$ cat src/sv/clbm_pkg.sv
// shared types, constants and helpers for the contour line pixel marker
package clbm_pkg;

  localparam int unsigned CoordW     = 24;
  localparam int unsigned LevelW     = 49;
  localparam int unsigned SquareW    = 2 * CoordW - 1;
  localparam int unsigned SumW       = 2 * CoordW;
  localparam int unsigned ColourW    = 8;
  localparam int unsigned PixelW     = 3 * ColourW;
  localparam int unsigned LevelCount = 4;
  localparam int unsigned QueueDepth = 4;
  localparam int unsigned QueuePtrW  = $clog2(QueueDepth);
  localparam int unsigned RegIdxW    = 3;

  typedef enum logic [RegIdxW-1:0] {
    REG_X_ORIGIN    = 3'd0,
    REG_X_INCREMENT = 3'd1,
    REG_Y_ORIGIN    = 3'd2,
    REG_Y_INCREMENT = 3'd3,
    REG_LEVEL_ZERO  = 3'd4,
    REG_LEVEL_ONE   = 3'd5,
    REG_LEVEL_TWO   = 3'd6,
    REG_LEVEL_THREE = 3'd7
  } clbm_reg_e;

  localparam logic [CoordW-1:0] XOriginReset    = 24'd0;
  localparam logic [CoordW-1:0] XIncrementReset = 24'd256;
  localparam logic [CoordW-1:0] YOriginReset    = 24'd0;
  localparam logic [CoordW-1:0] YIncrementReset = 24'd256;

  localparam logic [3:0][LevelW-1:0] LevelReset = {
    49'd17179869184, 49'd8589934592, 49'd4294967296, 49'd0
  };

  // configuration write as seen by the front and back
  typedef struct packed {
    logic               we;
    logic [RegIdxW-1:0] idx;
    logic [LevelW-1:0]  data;
  } clbm_cfg_t;

  // one queued pixel: colour plus the four sample coordinates
  typedef struct packed {
    logic [PixelW-1:0] rgb;
    logic [CoordW-1:0] x;
    logic [CoordW-1:0] y;
    logic [CoordW-1:0] x_left;
    logic [CoordW-1:0] y_up;
  } clbm_item_t;

  // exact square of a signed coordinate, always non-negative
  function automatic logic [SquareW-1:0] square_coord(input logic [CoordW-1:0] a);
    logic signed [SumW-1:0] p;
    p = SumW'($signed(a)) * SumW'($signed(a));
    return p[SquareW-1:0];
  endfunction

  function automatic logic in_band(input logic [LevelW-1:0] lo,
                                   input logic [LevelW-1:0] hi,
                                   input logic [LevelW-1:0] z);
    return ($signed(lo) < $signed(z)) && ($signed(z) < $signed(hi));
  endfunction

endpackage

$ cat src/sv/clbm_fifo.sv
// short queue between front and back
module clbm_fifo import clbm_pkg::*; (
  input  logic       clk_i,
  input  logic       rst_ni,
  input  logic       push_i,
  input  clbm_item_t item_i,
  output logic       full_o,
  input  logic       pop_i,
  output logic       valid_o,
  output clbm_item_t item_o
);

  clbm_item_t           mem_q [QueueDepth];
  logic [QueuePtrW-1:0] wr_ptr_q, rd_ptr_q;
  logic [QueuePtrW:0]   count_q;

  assign full_o  = count_q == (QueuePtrW+1)'(QueueDepth);
  assign valid_o = count_q != '0;
  assign item_o  = mem_q[rd_ptr_q];

  always_ff @(posedge clk_i) begin
    if (push_i) begin
      mem_q[wr_ptr_q] <= item_i;
    end
  end

  always_ff @(posedge clk_i or negedge rst_ni) begin
    if (!rst_ni) begin
      wr_ptr_q <= '0;
      rd_ptr_q <= '0;
      count_q  <= '0;
    end else begin
      if (push_i) begin
        wr_ptr_q <= wr_ptr_q + 1'b1;
      end
      if (pop_i) begin
        rd_ptr_q <= rd_ptr_q + 1'b1;
      end
      if (push_i && !pop_i) begin
        count_q <= count_q + 1'b1;
      end else if (pop_i && !push_i) begin
        count_q <= count_q - 1'b1;
      end
    end
  end

endmodule

$ cat config.mk
export PLATFORM = sky130hd
export DESIGN_NAME = clbm_fifo
export DESIGN_NICKNAME = d
export VERILOG_FILES = /design/src/sv/clbm_pkg.sv /design/src/sv/clbm_fifo.sv
export SDC_FILE = /design/constraint.sdc
export NUM_CORES = 1
export LEC_CHECK = 0
export ABC_AREA = 1
export BUFFER_PORTS_ARGS = -buffer_cell sky130_fd_sc_hd__buf_2
export CAP_MARGIN = 20
export CORE_AREA = 2 2 233 235
export DETAILED_ROUTE_END_ITERATION = 7
export DIE_AREA = 0 0 235 237
export PLACE_DENSITY = 0.58
export SLEW_MARGIN = 10
export SYNTH_ARGS = -nofsm -noshare
export SYNTH_HDL_FRONTEND = slang
export SYNTH_SLANG_ARGS = --single-unit
$ cat constraint.sdc
create_clock -name clk_i -period 3.85 [get_ports clk_i]
set_input_delay 0.77 -clock clk_i [delete_from_list [all_inputs] [get_ports clk_i]]
set_output_delay 0.77 -clock clk_i [all_outputs]
set_load 0.05 [all_outputs]
## After elaboration in Yosys (flattened, before gate mapping)

Memory sizes are Yosys's and may differ from the RTL's.
Cells that the tools add are included.

| word-level totals | value |
|---|---|
| bits in registers | 7 |
| memory bits (writable) | 480 |
| bits of input ports | 124 |
| output and inout port bits | 122 |
| logic and storage cells | 19 |
| memories | 1 |

Memories:

| memory | depth | width | read ports | clocked after Yosys merged registers in | write ports | line | RTL |
|---|---|---|---|---|---|---|---|
| mem_q | 4 | 120 | 1 | 0 | 1 | clbm_fifo.sv:13 | `clbm_item_t mem_q [QueueDepth];` |

| operators by class | value |
|---|---|
| add/sub/neg operators | 4 |
| equality and inequality tests | 1 |
| mux-type cells | 4 |
| reduce and logical (&&, ||, !) cells | 6 |

Operators by type and width:

| kind | count |
|---|---|
| 3-bit 2-to-1 mux | 2 |
| 2-bit by 1-bit adder with 2-bit output (second input constant) | 2 |
| 3-bit by 1-bit adder with 3-bit output (second input constant) | 1 |
| 3-bit == test (second input constant) | 1 |
| 3-bit nonzero test | 1 |
| 3-bit by 1-bit subtractor with 3-bit output (second input constant) | 1 |
| 1-bit logical AND | 2 |
| 1-bit zero test | 2 |
| 1-bit 2-to-1 mux | 2 |
| 2-bit nonzero test | 1 |

## Longest topological paths before layout

Gate-level depths: netlist of run 1.

| depth | value |
|---|---|
| depth in word-level cells | 4 |
| mapped depth | 9 |
| gate-level depth less buffers | 9 |

## Least setup slack after synthesis of run 1

OpenSTA, ideal clock, no wires.

| path | value |
|---|---|
| path type | in2reg |
| from | input port push_i |
| to | memory mem_q[0][0] (netlist name) (enable) |
| library setup time | 0.473 ns |
| data arrival time | 3.390 ns |
| data required time | 3.377 ns |
| path slack | -0.013 ns |
| cell stages on the path | 3 |
| path buffers | 1 |
| cell sequence | clkbuf_1 -> nand2_1 -> inv_1 |

| between the ends | value |
|---|---|
| word-level cells in the longest chain between the ends | 2 |

Ends and longest elaborated chain:

| element | line | RTL |
|---|---|---|
| start: declaration | clbm_fifo.sv:5 | `input logic push_i,` |
| 1-bit 2-to-1 mux | clbm_fifo.sv:22 | `if (push_i) begin` |
| 1-bit 2-to-1 mux (not written as such) | clbm_fifo.sv:23 | `mem_q[wr_ptr_q] <= item_i;` |
| end: declaration | clbm_fifo.sv:13 |  |

No other way between the ends.

==> impl_results.md, run 1 <==
* Pre-CTS setup slack at 1.20 ns
* FMAX at 309 MHz
* Largest net degree at the start of global routing at 93
* TritonRoute pass-1 iters at 5
* Top-count cell post-synth: edfxtp_1
* Final HPWL DP at 23.1 mm
* H-tree levels at 2
* RSZ-0062 raised after global routing: false
* Die Footprint at 0.0557 mm2
* Non-filler instance count after layout at 2422
* # setup viols final at 0
* Critical path class: reg -> out
* TritonCTS clock tree: built
* Crit path max fanout at 50
* Root Driver: clkbuf_16
* Vias in the first global route at 10900
* Arrival time worst endpoint at 2.47 ns
* Worst-Margin Slew at 0.717 ns
* Max Cap Viol at 0
* Clock Latency Late Sink at 0.57 ns
* Capturing point of the worst reg2reg path: mem_q[0][93]
* Final nets at 1819
* Initial Util at 0.365
* Placer Congestion at 0.734
* Post-route DRC at 0
* Die width at 235 um
* Tmin final at 3.24 ns
* Die Span Y at 237 um
* I/O pin cnt at 246
* Clk sinks at 487
* Post-synth top area share at 0.741
* Startpoint Class: flop
* Number of flops mapped to enable cells by yosys at 480
* Tot Pwr at 20.7 mW
* Share of cells above drive strength 1 at 0.208
* Clock transition at path regs at 0.06 ns
* Setup crit end kind: output port
* Synth cell types at 20
* P per Cell Area at 899 mW/mm2
* Max clock buf depth at 3
* Setup ws final at 0.614 ns
* Worst Hold Class: in -> reg
* Post-DP Area at 0.0215 mm2
* Antenna violations before repair at 11
* Syn_nets at 1579
* IR drop worst, VDD at 633 uV
* Grt ovf at 0
* Most instantiated cells after synthesis: 480 x edfxtp_1, 374 x nand2_1, 251 x inv_1, 220 x o211ai_1, 55 x buf_2
* Synth top area cells: edfxtp_1 74%, o211ai_1 8.5%, nand2_1 7.2%
* Vias post-DR at 11200
* Num CTS Buffers at 50
* Reg2reg start: wr_ptr_q[0]
* Post-Synthesis Cells at 1449
* GRT Overall Usage at 0.141
* Core Util, Final at 0.431
* Flops & latches, synth at 487
* Relative slew slack at 0.521
* Routed len/inst at 16.4 um
* Core region area at 0.0533 mm2
* Setup Buffers After CTS at 0
* Vias per cell at 4.63
* Critical Path RT at 3.08 ns
* Hold Crit Start: item_i[96]
* First-pass GRT wire length at 61.5 mm
* Drt first-iter violations at 610
* Final ANT Viol Nets at 0
* Syn Area/Cell at 13.4 um2
* Layout area overhead at 18.1%
* Most used flip-flop cell after synthesis: edfxtp_1
* Final period util at 0.841
* Final hold vios at 0
* Fin Hold WS at 0.411 ns
* Design area at 0.0230 mm2
* Routed Wire Length at 39.7 mm
* Worst r2r path cells at 5
* P_leak at 9.08 nW
* Run status: finished, final reports clean
* Syn Std Cell Area at 0.0195 mm2
* Port Buffer Count at 245
* Cell taking the most area after synthesis: edfxtp_1
* Setup_tns at 0 ns
* Worst Hold End: mem_q[3][96]
* Post-synthesis async set-or-reset flop share at 0.0144
* Reg2Reg Setup Slack at 1.71 ns
* Cell row count at 85
* Post-synthesis sequential area ratio at 0.750
* Max Transition Viols Final at 0
* Post_cts resized at 0
* Hold Path Depth at 1
* Placed Cells at 2332
* Clock skew at 0.00826 ns
* YS warnings at 0
cells by family (layout without fill, tap and decap cells):
kind of cell	count (synthesis)	after routing	share of synthesized area
flops	487	487	0.750
simple gates	378	378	0.0732
buf+inv	333	607	0.0728
compound gates	241	241	0.0980
fa+ha+maj	6	6	0.00424
xor+xnor	4	4	0.00180
other cells	0	3	0
sequential cells by signal, summed over array words and instances, names as in the netlist:
signal	count
count_q	3
mem_q	480
wr_ptr_q	2
rd_ptr_q	2
placed cells by master, fill, tap and decap left out, types with 2 or more instances in the layout:
master	count
edfxtp_1	480
nand2_1	374
inv_1	247
buf_2	245
o211ai_1	220
clkbuf_16	51
o211ai_2	20
clkbuf_1	16
buf_12	14
buf_4	9
clkinv_2	6
clkinv_1	6
ha_1	5
dfrtp_1	5
clkinvlp_4	4
diode_2	3
xor2_1	3
clkbuf_8	3
bufinv_16	2
dfrtp_4	2
worst max-delay path by stage:
stage	startpoint	to	slack, ns	depth (start not counted)
floorplan	push_i	mem_q[0][0]	0.65	3
CTS	rd_ptr_q[0]	item_o[56]	0.57	4
detailed placement	rd_ptr_q[0]	item_o[56]	1.20	4
finish	rd_ptr_q[0]	item_o[50]	0.61	4
global route	rd_ptr_q[0]	item_o[50]	0.42	4
global placement	rd_ptr_q[0]	item_o[67]	1.24	4
report_power, final:
group	total [mW]	switching, mW	leakage, nW	internal (mW)
Combinational	8.89	6.87	3.85	2.02
Sequential	7.28	0.347	4.49	6.93
Clock	4.50	1.89	0.739	2.61
per-layer routing:
metal,vias up,wire [um],track usage
met4,18,873,0.0378
met3,74,2880,0.0488
met5,-,132,0
li1,5521,-,-
met1,5364,17000,0.174
met2,247,18800,0.237
final cells by class:
cell class	instances	area, um2
Inverter	252	963
Tap cell	696	871
Clock buffer	70	1380
Fill cell	4830	30300
Multi-Input combinational cell	629	3450
Antenna cell	3	7.51
Sequential cell	487	14600
Clock inverter	16	130
Timing Repair Buffer	269	1580
critical path, stage by stage (launching register included):
cell and delay [ns]:
dfrtp_4 0.81, buf_4 0.53, o211ai_1 0.17, nand2_1 0.09, buf_2 0.25
timing repair:
action	4_1_cts	5_1_grt
setup endpoints to repair	0	0
hold buffers	1	0
hold endpoints to repair	7	0
Power figures use the tool's default switching activity.
==> inputs of run 2 (changes only) <==
ABC_AREA = 0   (was 1)
CORE_AREA = 2 2 223 225   (was 2 2 233 235)
DIE_AREA = 0 0 225 227   (was 0 0 235 237)
PLACE_DENSITY = 0.6   (was 0.58)
clock period = 2.94 ns   (was 3.85 ns; I/O delays follow)
==> run 2 against run 1 <==
Clock power grew 41%. Cell count shrank 33%. Sequential power grew 30%. Hold slack lost 0.19 ns. Sequential cell count is the same. Critical path depth shrank 1. Final area shrank 5.8%. Critical endpoint is now item_o[27]. First-iteration DRC count shrank 24%.
==> impl_results.md, run 2 <==
* Post-synthesis async set-or-reset flop share at 0.0144
* Vias per cell at 4.84
* Root Driver: clkbuf_16
* Tmin final at 2.82 ns
* Hold Path Depth at 1
* Max clock buf depth at 3
* Post-synthesis sequential area ratio at 0.820
* Layer with the highest usage: met2
* Max Cap Viol at 0
* Clock transition at path regs at 0.06 ns
* YS warnings at 0
* Most common cell after layout, fill and taps aside: edfxtp_1
* Final ANT Viol Nets at 0
* Filler cell count at 4110
* Most used flip-flop cell after synthesis: edfxtp_1
* Reg2Reg Setup Slack at 1.16 ns
* Met2 Usage GRT at 0.208
* Syn_nets at 791
* FMAX at 354 MHz
* Post-synth top area share at 0.810
* Cell row count at 81
* Final period util at 0.960
* Synth top area cells: edfxtp_1 81%, mux4_2 15%, dfrtp_1 0.98%
* Drt first-iter violations at 463
* Reg2reg start: wr_ptr_q[0]
* Die width at 225 um
* # setup viols final at 0
* Top reg by flops: mem_q
* Initial Util at 0.366
* Layout area overhead at 21.7%
* Net switching power at 9.61 mW
* Post-route DRC at 0
* Setup_tns at 0 ns
* Max Transition Viols Final at 0
* TritonRoute pass-1 iters at 4
* Run status: finished, final reports clean
* Placer Congestion at 0.688
* P_leak at 7.36 nW
* Antenna violations before repair at 4
* Multi-input logic area at 0.00291 mm2
* Post-DP Area at 0.0199 mm2
* Hold Crit Start: item_i[11]
* Clock skew at 0.0190 ns
* Die Footprint at 0.0511 mm2
* Die Span Y at 227 um
* Top flop regs: mem_q x480, count_q x3
* Core Util, Final at 0.446
* Capturing point of the worst reg2reg path: mem_q[2][25]
* Largest net degree at the start of global routing at 66
* Routed len/inst at 21.4 um
* Arrival time worst endpoint at 2.24 ns
* Pint at 15.9 mW
* Routed Wire Length at 34.8 mm
* Startpoint Class: flop
* Relative slew slack at 0.710
* Cell taking the most area after synthesis: edfxtp_1
* IR drop worst, VDD at 771 uV
* Flops & latches, synth at 487
* Setup crit end kind: output port
* Share of cells above drive strength 1 at 0.469
* Crit path max fanout at 43
* Clock group share of total power at 0.248
* Synth cell types at 21
* Post-Synthesis Cells at 661
* Worst-Margin Slew at 0.434 ns
* Core region area at 0.0485 mm2
* P per Cell Area at 1180 mW/mm2
* Final nets at 1089
* RSZ-0062 raised after global routing: false
* Vias post-DR at 7863
* Worst Hold Class: in -> reg
* Final hold vios at 0
* Vias in the first global route at 8455
* Top-count cell post-synth: edfxtp_1
* Critical path class: reg -> out
* Max FFs per register at 480
* Sequential Power Share at 0.370
* Critical Path RT at 2.35 ns
* Comb pwr share at 0.382
* Design area at 0.0217 mm2
* TritonCTS clock tree: built
* Clock Latency Late Sink at 0.58 ns
* Grt met3 use at 0.0428
* H-tree levels at 2
* Number of flops mapped to enable cells by yosys at 480
* Storage cell area at 0.0146 mm2
* Worst Hold End: mem_q[2][11]
* Grt ovf at 0
* Worst r2r path cells at 4
* Most instantiated cells after synthesis: 480 x edfxtp_1, 120 x mux4_2, 10 x buf_2, 8 x buf_12, 7 x dfrtp_1
* Port Buffer Count at 245
* Num CTS Buffers at 51
* First-pass GRT wire length at 51.6 mm
* I/O pin cnt at 246
* Syn Area/Cell at 26.9 um2
* Most frequent cells in the layout: 480 x edfxtp_1, 245 x buf_2, 120 x mux4_2, 53 x clkbuf_16, 18 x buf_12
* GRT Overall Usage at 0.136
* Final HPWL DP at 20.6 mm
* Clk sinks at 487
* Switch share at 0.377
* Syn Std Cell Area at 0.0178 mm2
* GR Util met1 at 0.184
-- run 2: cell types whose count changed after synthesis, moves of 4 or more --
cell	delta
nand2_1	-372
inv_1	-247
o211ai_1	-220
mux4_2	+120
buf_2	-45
o211ai_2	-20
buf_4	-10
buf_12	+8
clkbuf_1	-6
buf_6	-5
and2_1	+4
-- run 2: critical path, cell delays in order (launching register included) --
cell     delay [ns]
dfrtp_4        0.48
buf_16         0.30
mux4_2         0.56
buf_2          0.23
-- run 2: final cells by class --
cell class | count | area share
inverters | 4 | 0.000693
flip-flops and latches | 487 | 0.674
clock buffers | 65 | 0.0647
diodes | 4 | 0.000462
well taps | 622 | 0.0359
multi-input cells | 143 | 0.135
clock inverters | 28 | 0.0120
repair buffers | 272 | 0.0774
-- run 2: per-layer routing --
layer  share of wire  vias up
met5         0.00069        -
met2            0.46      215
met1            0.44     4123
met3           0.070       53
met4           0.025        4
li1                -     3468
-- run 2: stage by stage --
stage / std cells / hold slack, ns / setup WS, ns / power (mW)
after floorplan: 661 / 0.292 / 0.403 / 17.1
after global placement: 1522 / 0.439 / 0.610 / 19.4
after detailed placement: 1522 / 0.441 / 0.580 / 19.4
after CTS: 1621 / 0.174 / 0.0382 / 25.9
after global routing: 1621 / 0.194 / 0.00758 / 26.6
final: 1625 / 0.216 / 0.116 / 25.5
-- run 2: worst max path at each step --
stage / startpoint / end / slack, ns / depth (start not counted)
after CTS: rd_ptr_q[0] / item_o[16] / 0.04 / 4
after global placement: rd_ptr_q[0] / item_o[16] / 0.61 / 4
after floorplan: wr_ptr_q[0] / mem_q[2][0] / 0.40 / 3
after detailed placement: rd_ptr_q[0] / item_o[16] / 0.58 / 4
final: rd_ptr_q[0] / item_o[27] / 0.12 / 3
after global routing: rd_ptr_q[0] / item_o[24] / 0.008 / 3
-- run 2: logic make-up after synthesis --
kind of cell	share of synthesized area
mux	0.153
simple gates	0.00281
compound gates	0.000281
buf+inv	0.0165
fa+ha+maj	0.00464
flops	0.820
xor+xnor	0.00295
-- run 2: timing repair --
action,4_1_cts,5_1_grt
setup buffers,5,0
endpoints found under the setup margin,57,0
hold buffers,1,0
endpoints found under the hold margin,7,0
resized for setup,1,0
-- run 2: power by group through the flow --
stage / combinational [mW] / clock (mW) / sequential, mW
finish: 9.73 / 6.33 / 9.43
global route: 10.3 / 6.78 / 9.54
CTS: 9.92 / 6.51 / 9.46
detailed placement: 9.82 / 0 / 9.61
global placement: 9.82 / 0 / 9.55
floorplan: 7.62 / 0 / 9.45
