[config.mk]
export PLATFORM = sky130hd
export DESIGN_NAME = clbm_front
export DESIGN_NICKNAME = d
export VERILOG_FILES = /design/src/sv/clbm_pkg.sv /design/src/sv/clbm_front.sv
export SDC_FILE = /design/constraint.sdc
export NUM_CORES = 1
export LEC_CHECK = 0
export BUFFER_PORTS_ARGS = -buffer_cell sky130_fd_sc_hd__buf_2
export CAP_MARGIN = 20
export CORE_MARGIN = 2
export CORE_UTILIZATION = 35
export CTS_CLUSTER_SIZE = 16
export DETAILED_ROUTE_END_ITERATION = 10
export PLACE_DENSITY = 0.52
export SYNTH_ARGS = -nofsm -noshare
export SYNTH_HDL_FRONTEND = slang
export SYNTH_SLANG_ARGS = --single-unit
[constraint.sdc]
create_clock -name clk_i -period 4 [get_ports clk_i]
set_input_delay 0.2 -clock clk_i [delete_from_list [all_inputs] [get_ports clk_i]]
set_output_delay 0.2 -clock clk_i [all_outputs]
set_load 0.05 [all_outputs]
[src/sv/clbm_pkg.sv]
// shared types, constants and helpers for the contour line pixel marker
package clbm_pkg;

  localparam int unsigned CoordW     = 24;
  localparam int unsigned LevelW     = 49;
  localparam int unsigned SquareW    = 2 * CoordW - 1;
  localparam int unsigned SumW       = 2 * CoordW;
  localparam int unsigned ColourW    = 8;
  localparam int unsigned PixelW     = 3 * ColourW;
  localparam int unsigned LevelCount = 4;
  localparam int unsigned QueueDepth = 4;
  localparam int unsigned QueuePtrW  = $clog2(QueueDepth);
  localparam int unsigned RegIdxW    = 3;

  typedef enum logic [RegIdxW-1:0] {
    REG_X_ORIGIN    = 3'd0,
    REG_X_INCREMENT = 3'd1,
    REG_Y_ORIGIN    = 3'd2,
    REG_Y_INCREMENT = 3'd3,
    REG_LEVEL_ZERO  = 3'd4,
    REG_LEVEL_ONE   = 3'd5,
    REG_LEVEL_TWO   = 3'd6,
    REG_LEVEL_THREE = 3'd7
  } clbm_reg_e;

  localparam logic [CoordW-1:0] XOriginReset    = 24'd0;
  localparam logic [CoordW-1:0] XIncrementReset = 24'd256;
  localparam logic [CoordW-1:0] YOriginReset    = 24'd0;
  localparam logic [CoordW-1:0] YIncrementReset = 24'd256;

  localparam logic [3:0][LevelW-1:0] LevelReset = {
    49'd17179869184, 49'd8589934592, 49'd4294967296, 49'd0
  };

  // configuration write as seen by the front and back
  typedef struct packed {
    logic               we;
    logic [RegIdxW-1:0] idx;
    logic [LevelW-1:0]  data;
  } clbm_cfg_t;

  // one queued pixel: colour plus the four sample coordinates
  typedef struct packed {
    logic [PixelW-1:0] rgb;
    logic [CoordW-1:0] x;
    logic [CoordW-1:0] y;
    logic [CoordW-1:0] x_left;
    logic [CoordW-1:0] y_up;
  } clbm_item_t;

  // exact square of a signed coordinate, always non-negative
  function automatic logic [SquareW-1:0] square_coord(input logic [CoordW-1:0] a);
    logic signed [SumW-1:0] p;
    p = SumW'($signed(a)) * SumW'($signed(a));
    return p[SquareW-1:0];
  endfunction

  function automatic logic in_band(input logic [LevelW-1:0] lo,
                                   input logic [LevelW-1:0] hi,
                                   input logic [LevelW-1:0] z);
    return ($signed(lo) < $signed(z)) && ($signed(z) < $signed(hi));
  endfunction

endpackage

[src/sv/clbm_front.sv]
// front end: pixel intake and coordinate tracking
module clbm_front import clbm_pkg::*; (
  input  logic              clk_i,
  input  logic              rst_ni,
  input  clbm_cfg_t         cfg_i,
  input  logic              valid_i,
  output logic              ready_o,
  input  logic [PixelW-1:0] rgb_i,
  input  logic              eor_i,
  input  logic              eof_i,
  output logic              push_o,
  output clbm_item_t        item_o,
  input  logic              full_i
);

  logic [CoordW-1:0] x_origin_q, x_inc_q, y_origin_q, y_inc_q;
  logic [CoordW-1:0] col_q, col_d, row_q, row_d;
  logic              take;

  assign ready_o = !full_i;
  assign take    = valid_i && !full_i;
  assign push_o  = take;

  assign item_o.rgb    = rgb_i;
  assign item_o.x      = col_q;
  assign item_o.y      = row_q;
  assign item_o.x_left = col_q - x_inc_q;
  assign item_o.y_up   = row_q - y_inc_q;

  always_comb begin
    col_d = col_q;
    row_d = row_q;
    if (cfg_i.we && cfg_i.idx == REG_X_ORIGIN) begin
      col_d = cfg_i.data[CoordW-1:0];
    end else if (cfg_i.we && cfg_i.idx == REG_Y_ORIGIN) begin
      row_d = cfg_i.data[CoordW-1:0];
    end else if (take) begin
      if (eof_i) begin
        col_d = x_origin_q;
        row_d = y_origin_q;
      end else if (eor_i) begin
        col_d = x_origin_q;
        row_d = row_q + y_inc_q;
      end else begin
        col_d = col_q + x_inc_q;
      end
    end
  end

  always_ff @(posedge clk_i or negedge rst_ni) begin
    if (!rst_ni) begin
      x_origin_q <= XOriginReset;
      x_inc_q    <= XIncrementReset;
      y_origin_q <= YOriginReset;
      y_inc_q    <= YIncrementReset;
      col_q      <= XOriginReset;
      row_q      <= YOriginReset;
    end else begin
      col_q <= col_d;
      row_q <= row_d;
      if (cfg_i.we) begin
        unique case (cfg_i.idx)
          REG_X_ORIGIN:    x_origin_q <= cfg_i.data[CoordW-1:0];
          REG_X_INCREMENT: x_inc_q    <= cfg_i.data[CoordW-1:0];
          REG_Y_ORIGIN:    y_origin_q <= cfg_i.data[CoordW-1:0];
          REG_Y_INCREMENT: y_inc_q    <= cfg_i.data[CoordW-1:0];
          default: ;
        endcase
      end
    end
  end

endmodule

# Word-level counts from Yosys, hierarchy flattened
# Index checks and enable logic that the tools add are counted.
# classes
magnitude_cmp	0
eq_ne	4
div	0
n_mul	0
n_reduce_logical	14
mux	9
bitwise_logic	1
shift	0
addsub	4
# ops
op	count
24-bit two-way mux	9
24-bit adder	2
24-bit subtractor	2
2-bit AND reduction	5
3-bit by 2-bit == test with 1-bit output, second input constant	2
2-bit nonzero test	2
3-bit by 1-bit == test with 1-bit output, second input constant	1
1-bit logical AND	3
3-bit logical NOT	1
3-bit AND reduction	1
3-bit nonzero test	1
2-bit inequality test, second input constant	1
1-bit logical NOT	1
1-bit inverter	1
# totals
wordCells	38
memories	0
mem_bits_rw	0
mem_bits_ro	0
output_inout_bits	122
ff_bits	144
latchBits	0
inputBits	83

# Depth between registers and ports, before layout
# Gate-level depths: netlist of the first run.
# depth
depth_word	6
ltp_mapped	11
ltp_nobuf	11

# Worst setup path after synthesis of the first run
# No wires, ideal clock.
# synth_path
kind	reg2out
from	register row_q[0]
to	output item_o[20] (netlist name)
required_ps	3800
stages_incl_launch_ff	12
n_path_buf	0
t_arrival_ps	3432
path_slack_ps	368
path_cell_list	dfrtp_1 -> inv_1 -> ha_1 -> fa_1 -> nor2b_1 -> o21ai_1 -> a21oi_2 -> a31oi_4 -> o21a_2 -> o311ai_4 -> o22ai_1 -> xnor2_1
# synth_lines
item	line	source
from (decl)	clbm_front.sv:17	logic [CoordW-1:0] col_q, col_d, row_q, row_d;
from (signal assigned)	clbm_front.sv:57	row_q <= YOriginReset;
from (signal assigned)	clbm_front.sv:60	row_q <= row_d;
to (decl)	clbm_front.sv:12	output clbm_item_t item_o,

==> results of run 1 <==
final timing paths:
| check | from | endpoint | slack, ns | cells after the start |
|---|---|---|---|---|
| hold reg to reg | x_origin_q[13]$_DFFE_PN0P_ | x_origin_q[13]$_DFFE_PN0P_ | 0.47 | 2 |
| max in group asynchronous | rst_ni | y_inc_q[8]$_DFFE_PN1P_ | 2.78 | 3 |
| hold / removal | cfg_i[0] | x_origin_q[0]$_DFFE_PN0P_ | 0.04 | 3 |
| setup reg to reg | row_q[0]$_DFFE_PN0P_ | row_q[20]$_DFFE_PN0P_ | 1.04 | 11 |
| setup / recovery | x_inc_q[8]$_DFFE_PN1P_ | item_o[47] | 0.17 | 11 |
| min in group asynchronous | rst_ni | col_q[4]$_DFFE_PN0P_ | 0.39 | 2 |
cell usage in the layout, fill, tap and decap left out, drive strengths merged, types with 8 or more instances in the layout:
cell,count
nand2,215
buf,144
dfrtp,142
a21oi,108
inv,107
nor2,94
ha,92
o21ai,87
xnor2,67
mux2,26
clkbuf,24
o211ai,20
nor3,18
nor2b,16
nand2b,15
a211oi,15
a21o,14
nand3,13
nor4,12
xor2,11
o21bai,11
a31oi,11
a222oi,10
and3,9
o31ai,9
a22oi,9
or2,9
o21a,8
logic make-up after synthesis:
| group | after synthesis |
|---|---|
| muxes | 33 |
| buffers and inverters | 204 |
| DFF | 144 |
| and+or+nand+nor | 424 |
| AOI/OAI and AO/OA | 358 |
| adders and majority gates | 96 |
| xor gates and xnor gates | 78 |
layout make-up:
cell class | count | share of cell area
multi-input combinational | 989 | 0.530
tap | 402 | 0.0402
clock inverter | 5 | 0.00840
inverter | 107 | 0.0321
timing repair buffer | 145 | 0.0625
clock buffer | 24 | 0.0385
sequential | 144 | 0.288
sequential cells by signal (all words and copies together), names as in the netlist:
register and count:
row_q 24, y_inc_q 24, x_origin_q 24, col_q 24
y_origin_q 24, x_inc_q 24
report_power, final:
part	leakage (nW)	internal (W)	switching, W
Combinational	3.91	0.00245	0.00559
Clock	0.278	0.00102	0.000598
Sequential	1.77	0.00182	0.000380
Total	5.96	0.00529	0.00657
worst max-delay path, cell delays in order, from the launching register on:
cell,delay [ns]
dfstp_2,0.53
inv_1,0.05
ha_1,0.44
inv_2,0.11
nor3_2,0.26
o2111ai_1,0.23
a211oi_1,0.41
a221oi_2,0.10
o311ai_1,0.44
a21oi_1,0.15
xnor2_1,0.19
buf_2,0.29
cell usage after synthesis (all sizes together), types with 3 or more instances:
master	instances
o21ai	87
dfrtp	142
o211ai	20
mux2	26
a22oi	9
nand2	215
inv	107
and3	9
a31oi	11
a222oi	10
nand4	3
a311o	3
o21bai	11
or3	4
buf	46
o22ai	5
o31ai	9
nand2b	15
a21oi	108
a211o	6
nand3	13
a211oi	15
xor2	11
nor2b	16
clkbuf	51
o31a	3
xnor2	67
o41ai	7
a21o	14
and2	4
a2111oi	4
or2	9
nor2	94
fa	4
nor4	12
ha	92
mux2i	7
o311ai	4
nor3	18
o21a	8
o21ba	3
timing repair:
item	4_1_cts	5_1_grt
endpoints found under the hold margin	91	0
resized for setup	0	0
hold buffers	1	0
through the flow:
step	setup WS [ns]	instances	hold WS (ns)	power, W
2_1_floorplan	0.368	1337	-0.0956	0.00857
3_3_place_gp	0.631	1786	0.355	0.0102
3_5_place_dp	0.617	1786	0.351	0.0103
4_1_cts	0.123	1816	0.0273	0.0119
5_1_grt	0.0320	1816	0.0446	0.0127
6_report	0.166	1816	0.0422	0.0119
per-layer routing:
metal / up-vias / GRT usage
met5: - / 0
met4: 0 / 0.0435
met3: 21 / 0.0323
met2: 209 / 0.305
met1: 4442 / 0.269
li1: 4722 / -
==> run summary, run 1 <==
Ports -> 205
fin util -> 0.398
crit-path max FO -> 8
Nets -> 1583
Die Area -> 0.0332 mm^2
Metal-1 WL -> 15.3 mm
share of cells above drive strength 1 -> 0.169
RSZ-0062 raised after global routing -> no
Hold Crit Class -> in -> reg
detailed-router iteration count before antenna repair -> 5
die width -> 182 um
# diodes -> 0
Final period util -> 0.959
via count -> 9394
critical path class -> reg -> out
Yosys top cell by area -> dfrtp_1
Clock Skew -> 0.0138 ns
Synth async-reset ratio -> 1.00
post-synthesis mux area share -> 0.0327
via/cell ratio -> 5.17
share of the synthesized area in the top cell type -> 0.320
DRC viols -> 0
Routed Wire Length -> 31.2 mm
clock sink total -> 144
post-DP HPWL -> 23.6 mm
vias in the first global route -> 9113
post-synthesis adder-cell area fraction -> 0.111
first-pass GRT wire length -> 50.5 mm
P&R area growth vs syn -> 12.6%
Max-slew headroom -> 0.386
area of the multi-input gates -> 0.00663 mm^2
Setup Fix Bufs, Post-CTS -> 0
Lkg Pwr -> 5.96 nW
H-tree depth -> 4
TritonCTS clock tree -> built
Post-Synth Simple-Gate Area -> 0.171
Syn Nets -> 1516
VDD IR max -> 0.000680 V
area post-placement -> 0.0119 mm^2
Post-Syn Area per Cell -> 8.31 um^2
Syn Std Cell Area -> 0.0111 mm^2
CTS root buf -> clkbuf_16
Met3 Wirelength -> 1.41 mm
CP endpoint kind -> output port
initial antenna violation count -> 0
Final Max Slew Viols -> 0
Overflow after GRT -> 0
post-route setup TNS -> 0 ns
initial drt markers -> 720
Port Buffers -> 131
pwr dens -> 949 mW/mm^2
clk_lat worst skew -> 0.43 ns
Final Critical Period -> 3.83 ns
Synth area leaders -> dfrtp_1 (32%), ha_1 (10%), nand2_1 (7.3%)
wire length per cell -> 17.2 um
actual slew at the worst max-slew pin -> 0.918 ns
deepest clock path buffer count -> 2
Primary FF master, synth -> dfrtp_1
total track usage -> 0.191
FF+latch area -> 0.00361 mm^2
clock transition at the registers of the reported paths -> 0.06 ns
top routing layer used -> met4
Crit path required time -> 3.80 ns
final hold vios -> 0
Netlist cell types -> 91
ANT nets after route -> 0
xor and xnor area share after synthesis -> 0.0615
maximum clock frequency -> 261 MHz
post-synthesis sequential area ratio -> 0.325
Final setup viols -> 0
core box area -> 0.0314 mm^2
Post-synth EDFFs -> 0
starting density of the core -> 0.354
CTS buffer count -> 17
gpl congestion -> 0.841
Max Cap Viol -> 0
Rows -> 65
status -> finished clean
largest net degree at the start of global routing -> 94
CP startpoint kind -> register
CP arrival -> 3.63 ns
main combinational cell family by area after synthesis -> compound AO/OA/AOI/OAI gates
met2 WL -> 14.2 mm
Die Ht -> 182 um
YS warnings -> 0
Yosys reg bits -> 144
Compound-Gate Fraction of Synth Area -> 0.219
fin area -> 0.0125 mm^2
Fillers -> 3203
Syn Inst Count -> 1337
No activity file was read; power rests on OpenSTA's default activity.
==> run 2, diff against run 1 <==
--- a/config.mk
+++ b/config.mk
@@ -11,7 +11,9 @@
 export CORE_UTILIZATION = 35
 export CTS_CLUSTER_SIZE = 16
 export DETAILED_ROUTE_END_ITERATION = 10
+export GPL_TIMING_DRIVEN = 1
 export PLACE_DENSITY = 0.52
+export RECOVER_POWER = 25
 export SYNTH_ARGS = -nofsm -noshare
 export SYNTH_HDL_FRONTEND = slang
 export SYNTH_SLANG_ARGS = --single-unit
==> constraint.sdc (replaced) <==
create_clock -name clk_i -period 4.93 [get_ports clk_i]
set_input_delay 0.2465 -clock clk_i [delete_from_list [all_inputs] [get_ports clk_i]]
set_output_delay 0.2465 -clock clk_i [all_outputs]
set_load 0.05 [all_outputs]
==> run 2 against run 1 <==
Effect of this change:
- the flow now finishes with violations (max-capacitance violations, max-slew violations)
- sequential power decreased by 19%
- global-route usage down 0.10 points
- utilization shrank 0.14 points
- via count rose by 0.86%
- first-iteration DRC count decreased by 11%
- highest routed layer unchanged
==> run summary, run 2 (same netlist as run 1, synthesis figures left out) <==
status -> finished with violations
failing checks -> max-capacitance violations, max-slew violations
VDD IR max -> 0.000521 V
total track usage -> 0.190
CTS root buf -> clkbuf_16
critical path class -> reg -> out
largest net degree at the start of global routing -> 104
Nets -> 1581
Routed Wire Length -> 31.2 mm
Final Max Slew Viols -> 255
Cell Count, Final, Fillers Out -> 1818
first-pass GRT wire length -> 50.2 mm
leading cell type in the layout, fill and taps excluded -> nand2_1
Die Ht -> 182 um
P&R area growth vs syn -> 12.2%
Placed Instances -> 1784
Final period util -> 0.784
post-route setup TNS -> 0 ns
area of the multi-input gates -> 0.00661 mm^2
Hold Crit Class -> in -> reg
Crit path required time -> 4.68 ns
detailed-router iteration count before antenna repair -> 6
initial drt markers -> 643
clock transition at the registers of the reported paths -> 0.06 ns
maximum clock frequency -> 259 MHz
clk_lat worst skew -> 0.42 ns
share of cells above drive strength 1 -> 0.165
Max Cap Viol -> 5
ANT nets after route -> 0
Fillers -> 3293
H-tree depth -> 4
CP startpoint kind -> register
die width -> 182 um
via count -> 9475
Overflow after GRT -> 0
Clock Skew -> 0.00767 ns
wire length per cell -> 17.2 um
fin area -> 0.0125 mm^2
initial antenna violation count -> 1
FF+latch area -> 0.00361 mm^2
via/cell ratio -> 5.21
area post-placement -> 0.0119 mm^2
gpl congestion -> 0.869
CTS buffer count -> 17
vias in the first global route -> 9177
clock sink total -> 144
starting density of the core -> 0.354
highest-count cells in the layout ignoring fill and taps -> nand2_1 (215), dfrtp_1 (142), buf_2 (125), a21oi_1 (105), inv_1 (101)
Max-slew headroom -> -0.797
Setup Fix Bufs, Post-CTS -> 0
crit-path max FO -> 8
fin util -> 0.397
actual slew at the worst max-slew pin -> 2.70 ns
Final setup viols -> 0
hold_buf cts -> 1
post-DP HPWL -> 23.4 mm
DRC viols -> 0
Ports -> 205
CP endpoint kind -> output port
post_cts resized -> 0
final hold vios -> 0
CP arrival -> 3.62 ns
min setup slack post-route -> 1.07 ns
deepest clock path buffer count -> 2
Port Buffers -> 131
Rows -> 65
Final Critical Period -> 3.86 ns
RSZ-0062 raised after global routing -> no
Die Area -> 0.0332 mm^2
TritonCTS clock tree -> built
Lkg Pwr -> 5.92 nW
pwr dens -> 775 mW/mm^2
DP Worst Slack -> 1.47 ns
core box area -> 0.0314 mm^2
## run 2: cell count changes in the layout (fill, tap and decap cells not counted), moves of 3 or more
cell	before	now
buf_2	130	125
buf_4	12	7
clkbuf_1	4	9
clkinv_4	0	5
clkbuf_8	3	0
inv_6	0	3
## run 2: cell type report
class,instances,area share
Clock buffer,17,0.0341
Antenna cell,1,0.000201
Clock inverter,15,0.0149
Timing Repair Buffer,143,0.0583
Multi-Input combinational cell,989,0.531
Sequential cell,144,0.289
Inverter,107,0.0322
Tap cell,402,0.0404
## run 2: path summary, 6_finish.rpt
kind                       depth (start not counted)                        from  slack [ns]                         end
hold reg to reg                                    2  x_origin_q[10]$_DFFE_PN0P_        0.47  x_origin_q[10]$_DFFE_PN0P_
max in group asynchronous                          3                      rst_ni        1.97     x_inc_q[18]$_DFFE_PN0P_
hold / removal                                     3                    cfg_i[0]        0.08   y_origin_q[0]$_DFFE_PN0P_
setup / recovery                                  11      x_inc_q[8]$_DFFE_PN1P_        1.07                  item_o[47]
min in group asynchronous                          2                      rst_ni        1.20      x_inc_q[2]$_DFFE_PN0P_
setup reg to reg                                  11        row_q[0]$_DFFE_PN0P_        2.01       row_q[20]$_DFFE_PN0P_
## run 2: critical path, stage by stage, from the launching register on
cell and delay, ns:
dfstp_2 0.53, inv_1 0.05, ha_1 0.44, inv_2 0.10, nor3_2 0.27, o2111ai_1 0.22, a211oi_1 0.42, a221oi_2 0.10
o311ai_1 0.43, a21oi_1 0.15, xnor2_1 0.19, buf_2 0.29
## run 2: power by group
| part | internal, W | total, W | leakage, nW | switching, W |
|---|---|---|---|---|
| Sequential | 0.00148 | 0.00179 | 1.77 | 0.000311 |
| Clock | 0.000803 | 0.00135 | 0.294 | 0.000550 |
| Combinational | 0.00198 | 0.00651 | 3.86 | 0.00453 |
| Total | 0.00426 | 0.00965 | 5.92 | 0.00539 |
## run 2: per-stage QoR
| step | power [W] | hold slack (ns) |
|---|---|---|
| 3_5_place_dp | 0.00832 | 0.453 |
| 2_1_floorplan | 0.00695 | -0.0491 |
| 6_report | 0.00965 | 0.0828 |
| 4_1_cts | 0.00971 | 0.0622 |
| 5_1_grt | 0.0103 | 0.0789 |
| 3_3_place_gp | 0.00829 | 0.450 |
## run 2: layer usage
layer	wire, um	GRT usage	part of all wire
met4	406	0.0468	0.013
met5	0	0	0
met2	14000	0.300	0.45
met3	1170	0.0293	0.038
met1	15600	0.271	0.50
==> run 3, diff against run 2 <==
--- a/config.mk
+++ b/config.mk
@@ -5,6 +5,7 @@
 export SDC_FILE = /design/constraint.sdc
 export NUM_CORES = 1
 export LEC_CHECK = 0
+export ABC_AREA = 1
 export BUFFER_PORTS_ARGS = -buffer_cell sky130_fd_sc_hd__buf_2
 export CAP_MARGIN = 20
 export CORE_MARGIN = 2
==> constraint.sdc (replaced) <==
create_clock -name clk_i -period 3.9 [get_ports clk_i]
set_input_delay 0.195 -clock clk_i [delete_from_list [all_inputs] [get_ports clk_i]]
set_output_delay 0.195 -clock clk_i [all_outputs]
set_load 0.05 [all_outputs]
==> run 3 against run 2 <==
Effect of this change:
- the flow still finishes with violations (max-capacitance violations, max-slew violations)
- first-iteration DRC count grew 11%
- combinational power grew 19%
- register-to-register slack lost 0.41 ns
- synthesized cell count is 40% higher
- non-clock buffer count fell by 1
- via count up 26%
- global-route usage up 3.5 points
- count of clock-buffer cells in the layout rose by 2
- clock power is 20% higher
- final cell count rose by 32%
- clock skew is 0.0022 ns higher
- critical endpoint is now item_o[21]
==> run summary, run 3 <==
status -> finished with violations
failing checks -> max-capacitance violations, max-slew violations
Max-slew headroom -> -0.623
detailed-router iteration count before antenna repair -> 5
starting density of the core -> 0.357
via count -> 11.9k
initial antenna violation count -> 0
CP startpoint kind -> register
Fillers -> 3846
TritonCTS clock tree -> built
Clk network pwr share -> 0.139
first-pass GRT wire length -> 64.3 mm
deepest clock path buffer count -> 2
final hold vios -> 0
Die Area -> 0.0370 mm^2
wire length per cell -> 16.9 um
Yosys reg bits -> 144
share of the synthesized area in the top cell type -> 0.286
share of cells above drive strength 1 -> 0.110
Overflow after GRT -> 0
actual slew at the worst max-slew pin -> 2.44 ns
Synth area leaders -> dfrtp_1 (29%), nand2_1 (14%), ha_1 (9.3%)
VDD IR max -> 0.000836 V
H-tree depth -> 4
most frequent cell after synthesis -> nand2_1
Nets -> 2118
initial drt markers -> 711
Metal-1 WL -> 19.4 mm
ANT nets after route -> 0
vias in the first global route -> 11.9k
slowest stage cell on the critical path -> dfstp_2
Rows -> 68
slowest cell delay on critical path -> 0.57 ns
CTS root buf -> clkbuf_16
hold_buf cts -> 2
Final Max Slew Viols -> 192
post-DP HPWL -> 32.6 mm
cell-internal power -> 0.00477 W
post-synthesis sequential area ratio -> 0.291
Max Cap Viol -> 3
CP arrival -> 2.95 ns
Routed Wire Length -> 40.7 mm
Yosys top cell by area -> dfrtp_1
crit-path max FO -> 8
gpl congestion -> 0.887
sequential power share -> 0.191
die width -> 192 um
Final Critical Period -> 3.14 ns
top cells by count, synth -> nand2_1 (467), inv_1 (282), nor2_1 (188)
leading cell type in the layout, fill and taps excluded -> nand2_1
Crit path required time -> 3.70 ns
top routing layer used -> met4
clock sink total -> 144
highest-count cells in the layout ignoring fill and taps -> nand2_1 (467), inv_1 (282), nor2_1 (189), o21ai_0 (171), a21oi_1 (143)
Final setup viols -> 0
maximum clock frequency -> 318 MHz
pwr dens -> 844 mW/mm^2
Met3 Wirelength -> 1.43 mm
Synth async-reset ratio -> 1.00
Netlist cell types -> 47
switch share -> 0.589
CP endpoint kind -> output port
total track usage -> 0.225
Psw -> 0.00683 W
DP Worst Slack -> 1.26 ns
Post-synth EDFFs -> 0
Syn Nets -> 2048
RSZ-0062 raised after global routing -> no
met2 WL -> 19.2 mm
core box area -> 0.0347 mm^2
DRC viols -> 0
# diodes -> 0
Hold Crit Class -> in -> reg
via/cell ratio -> 4.95
Ports -> 205
Final period util -> 0.806
Syn Std Cell Area -> 0.0124 mm^2
post-route setup TNS -> 0 ns
Gate power share -> 0.670
Primary FF master, synth -> dfrtp_1
Lkg Pwr -> 7.17 nW
most used cell, CP -> nand2_1
Port Buffers -> 131
min setup slack post-route -> 0.755 ns
Clock Skew -> 0.00989 ns
Post-Syn Area per Cell -> 6.64 um^2
YS warnings -> 0
clk_lat worst skew -> 0.43 ns
post_cts resized -> 0
P&R area growth vs syn -> 10.8%
CP Cell Sequence -> inv_1, ha_1, nand2_1, o21ai_0, inv_1, o21ai_0, nand2_1, nand3_1, nand2_1, nand2_1, buf_2
largest net degree at the start of global routing -> 94
Syn Inst Count -> 1869
clock transition at the registers of the reported paths -> 0.06 ns
Die Ht -> 192 um
critical path class -> reg -> out
CTS buffer count -> 17
Setup Fix Bufs, Post-CTS -> 0
-- run 3: cell count changes after synthesis, moves of 17 or more --
cell and change:
nor2_1 +94, nand3_1 +74, clkbuf_1 -24, a21oi_1 +38
nand2_1 +252, xnor2_1 -63, o21bai_1 +17, xor2_1 +31
o21ai_0 +106, o21ai_1 -19, inv_1 +181, mux2_2 -26
-- run 3: kinds of logic after synthesis --
family,share of synthesized area
and+or+nand+nor,0.271
AOI/OAI and AO/OA,0.176
xor gates and xnor gates,0.0325
adders and majority gates,0.0993
DFF,0.291
buffers and inverters,0.131
-- run 3: final timing paths --
| check | startpoint | to | slack [ns] | cells past startpoint |
|---|---|---|---|---|
| max in group asynchronous | rst_ni | row_q[22]$_DFFE_PN0P_ | 1.40 | 2 |
| min in group asynchronous | rst_ni | y_origin_q[1]$_DFFE_PN0P_ | 0.99 | 2 |
| max | y_inc_q[8]$_DFFE_PN1P_ | item_o[21] | 0.76 | 11 |
| max reg2reg | row_q[11]$_DFFE_PN0P_ | row_q[20]$_DFFE_PN0P_ | 1.60 | 10 |
| min | cfg_i[0] | x_origin_q[0]$_DFFE_PN0P_ | 0.07 | 3 |
| min reg2reg | x_origin_q[0]$_DFFE_PN0P_ | x_origin_q[0]$_DFFE_PN0P_ | 0.48 | 2 |
-- run 3: area by class of cell --
class,count,area (um^2),share of cell area
Tap cell,455,569,0.0414
Inverter,289,1080,0.0790
Clock inverter,13,129,0.00938
Timing Repair Buffer,142,729,0.0531
Multi-Input combinational cell,1345,7170,0.522
Clock buffer,19,453,0.0330
Sequential cell,144,3610,0.263
-- run 3: power by group through the flow --
stage                     logic (W)  registers, W  clock network, W
final                       0.00777       0.00221           0.00162
after global routing        0.00851       0.00226           0.00172
after CTS                   0.00778       0.00221           0.00166
after detailed placement    0.00774       0.00223                 0
after global placement      0.00773       0.00223                 0
after floorplan             0.00556       0.00261                 0
-- run 3: critical path, delay by kind of cell (launching register included) --
| kind | cells | cell delay [ns] |
|---|---|---|
| compound gates | 2 | 0.57 |
| flops | 1 | 0.57 |
| simple gates | 5 | 0.55 |
| fa+ha+maj | 1 | 0.44 |
| buf+inv | 3 | 0.40 |
-- run 3: stage by stage --
stage / util / power (W) / cell area, um^2 / cells / hold slack [ns]
after floorplan: - / 0.00817 / 12400 / 1869 / -0.101
after global placement: 0.379 / 0.00996 / 13200 / 2373 / 0.336
after detailed placement: 0.379 / 0.00997 / 13200 / 2373 / 0.348
after CTS: 0.397 / 0.0116 / 13800 / 2407 / 0.0463
after global routing: 0.396 / 0.0125 / 13700 / 2407 / 0.0653
final: 0.396 / 0.0116 / 13700 / 2407 / 0.0713
-- run 3: per-layer routing --
layer,track usage,vias up
met4,0.0593,0
met2,0.379,253
met3,0.0260,37
li1,-,6077
met1,0.305,5558
met5,0,-
